==> src/rtl/nrle_pkg.sv <==
`timescale 1ns / 1ps
// ----------------------------------------------------------------------------
// nrle_pkg
// Shared types and constants for the nucleotide run-length encoder.
// ----------------------------------------------------------------------------
package nrle_pkg;

  localparam int COUNT_WIDTH = 16;
  localparam int RUN_W       = 16;
  localparam int CHAR_W      = 8;
  localparam int OUT_DATA_W  = 24;  // symbol_code + run_length, padded to bytes
  localparam int OUT_DEPTH   = 3;

  localparam logic [CHAR_W-1:0] CHAR_A = 8'h41;
  localparam logic [CHAR_W-1:0] CHAR_C = 8'h43;
  localparam logic [CHAR_W-1:0] CHAR_G = 8'h47;
  localparam logic [CHAR_W-1:0] CHAR_T = 8'h54;

  localparam logic [1:0] SYM_A = 2'b00;
  localparam logic [1:0] SYM_C = 2'b01;
  localparam logic [1:0] SYM_G = 2'b10;
  localparam logic [1:0] SYM_T = 2'b11;

  localparam logic [1:0] ERR_NONE = 2'b00;
  localparam logic [1:0] ERR_CHAR = 2'b01;
  localparam logic [1:0] ERR_LONG = 2'b10;

  typedef struct packed {
    logic              seq_end;
    logic [CHAR_W-1:0] base_char;
  } item_t;

  typedef struct packed {
    logic [1:0]       error_code;
    logic             final_run;
    logic [RUN_W-1:0] run_length;
    logic [1:0]       symbol_code;
  } res_t;

  // results produced by one item: count, then up to two entries in order
  typedef struct packed {
    logic [1:0] num;
    res_t       res1;
    res_t       res0;
  } enc_out_t;

endpackage

==> src/rtl/nrle_in_stage.sv <==
`timescale 1ns / 1ps
// ----------------------------------------------------------------------------
// nrle_in_stage
// Input register: holds one incoming character until the encoder takes it.
// ----------------------------------------------------------------------------
module nrle_in_stage
  import nrle_pkg::*;
(
  input  logic              clk,
  input  logic              rst_n,
  input  logic              in_tvalid,
  output logic              in_tready,
  input  logic [CHAR_W-1:0] in_tdata,
  input  logic              in_tlast,
  input  logic              take,
  output logic              item_valid,
  output item_t             item
);

  logic  valid_r;
  item_t item_r;
  logic  load;

  assign in_tready  = !valid_r || take;
  assign load       = in_tvalid && in_tready;
  assign item_valid = valid_r;
  assign item       = item_r;

  always_ff @(posedge clk) begin
    if (!rst_n) begin
      valid_r <= 1'b0;
    end else if (load) begin
      valid_r <= 1'b1;
    end else if (take) begin
      valid_r <= 1'b0;
    end
  end

  always_ff @(posedge clk) begin
    if (load) begin
      item_r.base_char <= in_tdata;
      item_r.seq_end   <= in_tlast;
    end
  end

endmodule

==> src/rtl/nrle_encode.sv <==
`timescale 1ns / 1ps
// ----------------------------------------------------------------------------
// nrle_encode
// Run state and the per-character update; yields zero, one or two results.
// ----------------------------------------------------------------------------
module nrle_encode
  import nrle_pkg::*;
(
  input  logic     clk,
  input  logic     rst_n,
  input  logic     fire,
  input  item_t    item,
  output enc_out_t enc
);

  logic [1:0]             sym_r, sym_nxt;
  logic [COUNT_WIDTH-1:0] cnt_r, cnt_nxt;
  logic                   open_r, open_nxt;
  logic                   disc_r, disc_nxt;

  logic       char_ok;
  logic [1:0] code;

  always_comb begin
    char_ok = 1'b1;
    case (item.base_char)
      CHAR_A:  code = SYM_A;
      CHAR_C:  code = SYM_C;
      CHAR_G:  code = SYM_G;
      CHAR_T:  code = SYM_T;
      default: begin
        code    = SYM_A;
        char_ok = 1'b0;
      end
    endcase
  end

  function automatic res_t mk_res(logic [1:0] s, logic [COUNT_WIDTH-1:0] c,
                                  logic fin, logic [1:0] err);
    res_t r;
    r.symbol_code = s;
    r.run_length  = RUN_W'(c);
    r.final_run   = fin;
    r.error_code  = err;
    return r;
  endfunction

  always_comb begin
    logic err_hit;
    logic [1:0] err;
    sym_nxt  = sym_r;
    cnt_nxt  = cnt_r;
    open_nxt = open_r;
    disc_nxt = disc_r;
    enc.num  = 2'd0;
    enc.res0 = mk_res(SYM_A, '0, 1'b1, ERR_NONE);
    enc.res1 = enc.res0;
    err_hit  = 1'b0;
    err      = ERR_NONE;

    if (disc_r) begin
      disc_nxt = !item.seq_end;
    end else begin
      if (!char_ok) begin
        err_hit = 1'b1;
        err     = ERR_CHAR;
      end else if (!open_r) begin
        sym_nxt  = code;
        cnt_nxt  = COUNT_WIDTH'(1);
        open_nxt = 1'b1;
      end else if (code == sym_r) begin
        if (cnt_r == '1) begin
          err_hit = 1'b1;
          err     = ERR_LONG;
        end else begin
          cnt_nxt = cnt_r + COUNT_WIDTH'(1);
        end
      end else begin
        // symbol change: finished run goes out first
        enc.res0 = mk_res(sym_r, cnt_r, 1'b0, ERR_NONE);
        enc.num  = 2'd1;
        sym_nxt  = code;
        cnt_nxt  = COUNT_WIDTH'(1);
      end

      if (err_hit) begin
        enc.res0 = mk_res(SYM_A, '0, 1'b1, err);
        enc.num  = 2'd1;
        sym_nxt  = SYM_A;
        cnt_nxt  = '0;
        open_nxt = 1'b0;
        disc_nxt = !item.seq_end;
      end else if (item.seq_end) begin
        if (enc.num == 2'd0) begin
          enc.res0 = mk_res(sym_nxt, cnt_nxt, 1'b1, ERR_NONE);
        end else begin
          enc.res1 = mk_res(sym_nxt, cnt_nxt, 1'b1, ERR_NONE);
        end
        enc.num  = enc.num + 2'd1;
        sym_nxt  = SYM_A;
        cnt_nxt  = '0;
        open_nxt = 1'b0;
      end
    end
  end

  always_ff @(posedge clk) begin
    if (!rst_n) begin
      sym_r  <= SYM_A;
      cnt_r  <= '0;
      open_r <= 1'b0;
      disc_r <= 1'b0;
    end else if (fire) begin
      sym_r  <= sym_nxt;
      cnt_r  <= cnt_nxt;
      open_r <= open_nxt;
      disc_r <= disc_nxt;
    end
  end

endmodule

==> src/rtl/nrle_out_queue.sv <==
`timescale 1ns / 1ps
// ----------------------------------------------------------------------------
// nrle_out_queue
// Three-entry result queue; takes up to two results per cycle while room is set, emits one while out_tready is high.
// ----------------------------------------------------------------------------
module nrle_out_queue
  import nrle_pkg::*;
(
  input  logic     clk,
  input  logic     rst_n,
  input  logic     push,
  input  enc_out_t enc,
  output logic     room,
  output logic     out_tvalid,
  input  logic     out_tready,
  output res_t     head
);

  res_t       q_r   [OUT_DEPTH];
  res_t       q_nxt [OUT_DEPTH];
  logic [1:0] cnt_r, cnt_nxt;
  logic       pop;
  logic [1:0] base;
  logic [1:0] npush;

  assign out_tvalid = (cnt_r != 2'd0);
  assign pop        = out_tvalid && out_tready;
  assign head       = q_r[0];
  // room for two regardless of the drain side, keeps ready off the output path
  assign room       = (cnt_r <= 2'd1);
  assign npush      = push ? enc.num : 2'd0;
  assign base       = cnt_r - {1'b0, pop};
  assign cnt_nxt    = base + npush;

  always_comb begin
    for (int i = 0; i < OUT_DEPTH; i++) begin
      if (pop && i < OUT_DEPTH - 1) begin
        q_nxt[i] = q_r[i+1];
      end else begin
        q_nxt[i] = q_r[i];
      end
      if (npush != 2'd0 && 2'(i) == base) begin
        q_nxt[i] = enc.res0;
      end
      if (npush == 2'd2 && 2'(i) == base + 2'd1) begin
        q_nxt[i] = enc.res1;
      end
    end
  end

  always_ff @(posedge clk) begin
    if (!rst_n) begin
      cnt_r <= 2'd0;
    end else begin
      cnt_r <= cnt_nxt;
    end
  end

  always_ff @(posedge clk) begin
    for (int i = 0; i < OUT_DEPTH; i++) begin
      q_r[i] <= q_nxt[i];
    end
  end

endmodule

==> src/rtl/nucleotide_run_length_encoder_core.sv <==
`timescale 1ns / 1ps
// ----------------------------------------------------------------------------
// nucleotide_run_length_encoder_core
// Run-length encoder for A/C/G/T character streams with error reporting.
// ----------------------------------------------------------------------------
//  channel | dir | tdata                          | tlast     | tuser
//  in_     | in  | [7:0] base_char                | seq_end   | -
//  out_    | out | [1:0] symbol_code,[17:2] run_length | final_run | [1:0] error_code
//
//  One character per cycle while the result queue has room; a character is held in the
//  input register, and any result it yields is written into the result queue. A symbol change
//  on an end character gives two results; the three-entry result queue then pauses input until its fill drops to one.
//  Input ready depends only on registered state (input register and queue fill), not on out_tready.
//  Synchronous active-low reset clears run state and empties both stages.
// ----------------------------------------------------------------------------
module nucleotide_run_length_encoder_core
  import nrle_pkg::*;
(
  input  logic                  clk,
  input  logic                  rst_n,
  input  logic                  in_tvalid,
  output logic                  in_tready,
  input  logic [CHAR_W-1:0]     in_tdata,   // [7:0] base_char
  input  logic                  in_tlast,
  output logic                  out_tvalid,
  input  logic                  out_tready,
  output logic [OUT_DATA_W-1:0] out_tdata,  // [1:0] symbol_code, [17:2] run_length
  output logic                  out_tlast,
  output logic [1:0]            out_tuser   // [1:0] error_code
);

  logic     item_valid;
  item_t    item;
  logic     room;
  logic     fire;
  enc_out_t enc;
  res_t     head;

  assign fire = item_valid && room;

  nrle_in_stage u_in (
    .clk        (clk),
    .rst_n      (rst_n),
    .in_tvalid  (in_tvalid),
    .in_tready  (in_tready),
    .in_tdata   (in_tdata),
    .in_tlast   (in_tlast),
    .take       (fire),
    .item_valid (item_valid),
    .item       (item)
  );

  nrle_encode u_enc (
    .clk   (clk),
    .rst_n (rst_n),
    .fire  (fire),
    .item  (item),
    .enc   (enc)
  );

  nrle_out_queue u_q (
    .clk        (clk),
    .rst_n      (rst_n),
    .push       (fire),
    .enc        (enc),
    .room       (room),
    .out_tvalid (out_tvalid),
    .out_tready (out_tready),
    .head       (head)
  );

  assign out_tdata = {(OUT_DATA_W - RUN_W - 2)'(0), head.run_length, head.symbol_code};
  assign out_tlast = head.final_run;
  assign out_tuser = head.error_code;

endmodule

==> config.mk <==
export PLATFORM = sky130hd
export DESIGN_NAME = nucleotide_run_length_encoder_core
export DESIGN_NICKNAME = d
export VERILOG_FILES = /design/src/rtl/nrle_pkg.sv /design/src/rtl/nrle_in_stage.sv /design/src/rtl/nrle_encode.sv /design/src/rtl/nrle_out_queue.sv /design/src/rtl/nucleotide_run_length_encoder_core.sv
export SDC_FILE = /design/constraint.sdc
export NUM_CORES = 1
export LEC_CHECK = 0
export BUFFER_PORTS_ARGS = -buffer_cell sky130_fd_sc_hd__buf_2
export CORE_MARGIN = 2
export CORE_UTILIZATION = 65
export DETAILED_ROUTE_END_ITERATION = 7
export HOLD_SLACK_MARGIN = 0.02
export PLACE_DENSITY = 0.88
export SYNTH_ARGS = -nofsm -noshare
export SYNTH_HDL_FRONTEND = slang
export SYNTH_SLANG_ARGS = --single-unit
export TNS_END_PERCENT = 30
==> constraint.sdc <==
create_clock -name clk -period 5.63 [get_ports clk]
set_input_delay 1.4075 -clock clk [delete_from_list [all_inputs] [get_ports clk]]
set_output_delay 1.4075 -clock clk [all_outputs]
set_load 0.03 [all_outputs]
==> impl_metrics.json <==
{
  "gr-total-overflow": 0,
  "crit_path_start": "out_tready",
  "via_per_inst": 6.50,
  "slew_headroom": 0.263,
  "crit_required_ns": 5.63,
  "synthTopCellsByArea": "edfxtp_1 (35%), dfxtp_1 (12%), nand2_1 (4.6%)",
  "wl_per_cell_um": 18.2,
  "synth_cells": 525,
  "worst_skew_pair.late_latency_ns": 0.37,
  "yosys.area_share.xor_xnor": 0.00817,
  "stdcell_area_sq_um": 5540,
  "start_util": 0.662,
  "finalCritPeriodShare": 0.727,
  "cts_max_level": 3,
  "drv_slew": 0,
  "grt_first_pass_wirelength_um": 18700,
  "vias": 4137,
  "antenna_found_initial": 0,
  "ir_worst_vdd_mv": 0.146,
  "die_w_um": 94.8,
  "rsz0062_at_grt": "no",
  "finalClockSkew_ns": 0.00965,
  "post_cts_resize_count": 0,
  "busiest_layer": "met2",
  "gr-usage-met1": 0.370,
  "ys.flop_type": "edfxtp_1",
  "hold_violations": 0,
  "grtUsageMet2": 0.446,
  "crit_path_start_kind": "input pin",
  "gp_congestion": 0.940,
  "setup_viol": 0,
  "dpl_cell_area_sq_um": 5360,
  "power.density_nw_per_um2": 340,
  "cts_tree": "done",
  "synth_top_area_frac": 0.353,
  "cts_setup_buffers": 0,
  "drt_iter0_markers": 466,
  "critPathKind": "in2reg",
  "fin_hold_ws_ns": 0.458,
  "root_buffer": "clkbuf_8",
  "dr.pass1.iters": 8,
  "placementRows": 33,
  "async_reset_ff_frac": 0,
  "yosys.cell_count.top_type": "nand2_1",
  "cts_hold_buf": 0,
  "crit_path_end_kind": "flip-flop",
  "synth_common_cells": "nand2_1 (65), edfxtp_1 (63), nor2_1 (34)",
  "fmax_ghz": 0.244,
  "drc": 0,
  "timing.rr.start": "u_in.item[0]",
  "synth_cell_types": 88,
  "synth-seq-area-share": 0.473,
  "hold_class": "reg2reg",
  "synth_edf_count": 63,
  "crit_chain": "buf_2 > nand2_1 > inv_1 > ha_1 > inv_1 > nor3_1 > and3_1 > nor2_4 > nand2_1",
  "yosys.area_share.adder": 0.00701,
  "cp_slowest_cell": "nand2_1",
  "worst_pin_slew_ns": 1.10,
  "synth_area_sq_um": 5360,
  "clock_sinks": 95,
  "die_area_sq_um": 8990,
  "final_antenna_net_count": 0,
  "die_y_um": 94.8,
  "layout-drive-gt1-share": 0.181,
  "cap_violations": 0,
  "path_clk_slew_ns": 0.10,
  "outcome": "finished clean",
  "critPathMaxStageDelay_ns": 0.57,
  "syn_to_final_growth_pct": 3.43,
  "synth_compound_area_frac": 0.202,
  "numCtsBuffers": 9,
  "ys_seq_elements": 95,
  "dp.final_hpwl_um": 8450,
  "synth_largest_area_cell": "edfxtp_1",
  "grt_pass1_vias": 3676,
  "synth_top_family_by_area": "simple AND/OR/NAND/NOR gates",
  "synth_simple_gate_area_share": 0.216,
  "ios": 42,
  "track_usage": 0.270,
  "port_buffers": 35,
  "use_met3": 0.0407,
  "antenna_cells": 0,
  "min_from": "u_q.q_r[0][62]",
  "final_nets": 542,
  "cts_buffer_depth": 2,
  "finish.utilization": 0.685,
  "period_needed_ns": 4.09,
  "synth_mux_area_frac": 0.0224,
  "p_leak_nw": 1.98,
  "cp.arrival_ns": 4.09,
  "setup-tns-final_ns": 0,
  "crit_fanout": 18,
  "routed_wl_um": 11600,
  "grt_max_degree": 23,
  "avgSynthCellArea_sq_um": 10.2,
  "synth_warnings": 0,
  "coreArea_sq_um": 8090
}
[final cells by class]
class                           instances  area, sq um
Inverter                                7         26.3
Clock inverter                          6         51.3
Multi-Input combinational cell        374         2470
Fill cell                             631         2550
Sequential cell                        95         2530
Clock buffer                           10          128
Timing Repair Buffer                   39          205
Tap cell                              105          131
[critical path: cells and delay by family]
| kind | cells | cell delay [ns] |
|---|---|---|
| simple gates | 5 | 2.00 |
| fa+ha+maj | 1 | 0.38 |
| buf+inv | 3 | 0.30 |
[through the flow]
| step | total power (W) | setup slack (ns) | instances |
|---|---|---|---|
| global placement | 0.00144 | 1.44 | 620 |
| floorplan | 0.00141 | 1.79 | 530 |
| global route | 0.00197 | 1.41 | 636 |
| CTS | 0.00189 | 1.60 | 636 |
| detailed placement | 0.00147 | 1.22 | 620 |
| finish | 0.00189 | 1.54 | 636 |
[worst paths after layout]
kind	to	slack (ns)	cells after the start
worst max-delay path	u_q.q_r[0][29]	1.54	9
worst min-delay path	u_q.q_r[0][62]	0.46	2
worst max register to register	u_q.q_r[0][29]	1.93	7
worst min register to register	u_q.q_r[0][62]	0.46	2
[flip-flops by register name, summed over array words and instances, names as in the netlist]
name and count:
u_in.item 9, u_enc.sym_r 2, u_q.cnt_r 2, u_enc.cnt_r 16, u_q.q_r 63, u_enc.open_r 1
u_in.item_valid 1, u_enc.disc_r 1
[power breakdown]
group / internal, W / switching (W)
Clock: 0.000169 / 0.000258
Combinational: 0.000167 / 0.000340
Sequential: 0.000905 / 0.0000486
[kinds of logic after synthesis]
| family | count (synthesis) |
|---|---|
| buffers and inverters | 61 |
| other | 1 |
| DFF | 95 |
| muxes | 12 |
| adders and majority gates | 3 |
| and+or+nand+nor | 208 |
| xor gates and xnor gates | 5 |
| AOI/OAI and AO/OA | 140 |
[layout by cell type (no fill, tap or decap), types with 8 or more instances in the layout]
cell / netlist / routed
buf_2: 11 / 35
mux2i_1: 12 / 12
nor2b_1: 17 / 17
a22o_1: 12 / 12
dfxtp_1: 32 / 32
a21oi_1: 13 / 13
nand3_1: 18 / 18
o21ai_0: 24 / 24
and3_1: 8 / 8
o2bb2ai_1: 11 / 11
clkbuf_8: 0 / 9
nor2_1: 34 / 34
nand4_1: 8 / 8
nand2_1: 65 / 65
edfxtp_1: 63 / 63
a22oi_1: 9 / 9
[layer usage]
layer / vias to the layer above / wire, um
li1: 1943 / -
met1: 1941 / 4800
met2: 238 / 5590
met3: 15 / 1080
met4: 0 / 100
met5: - / 0
No activity file was read; power rests on OpenSTA's default activity.
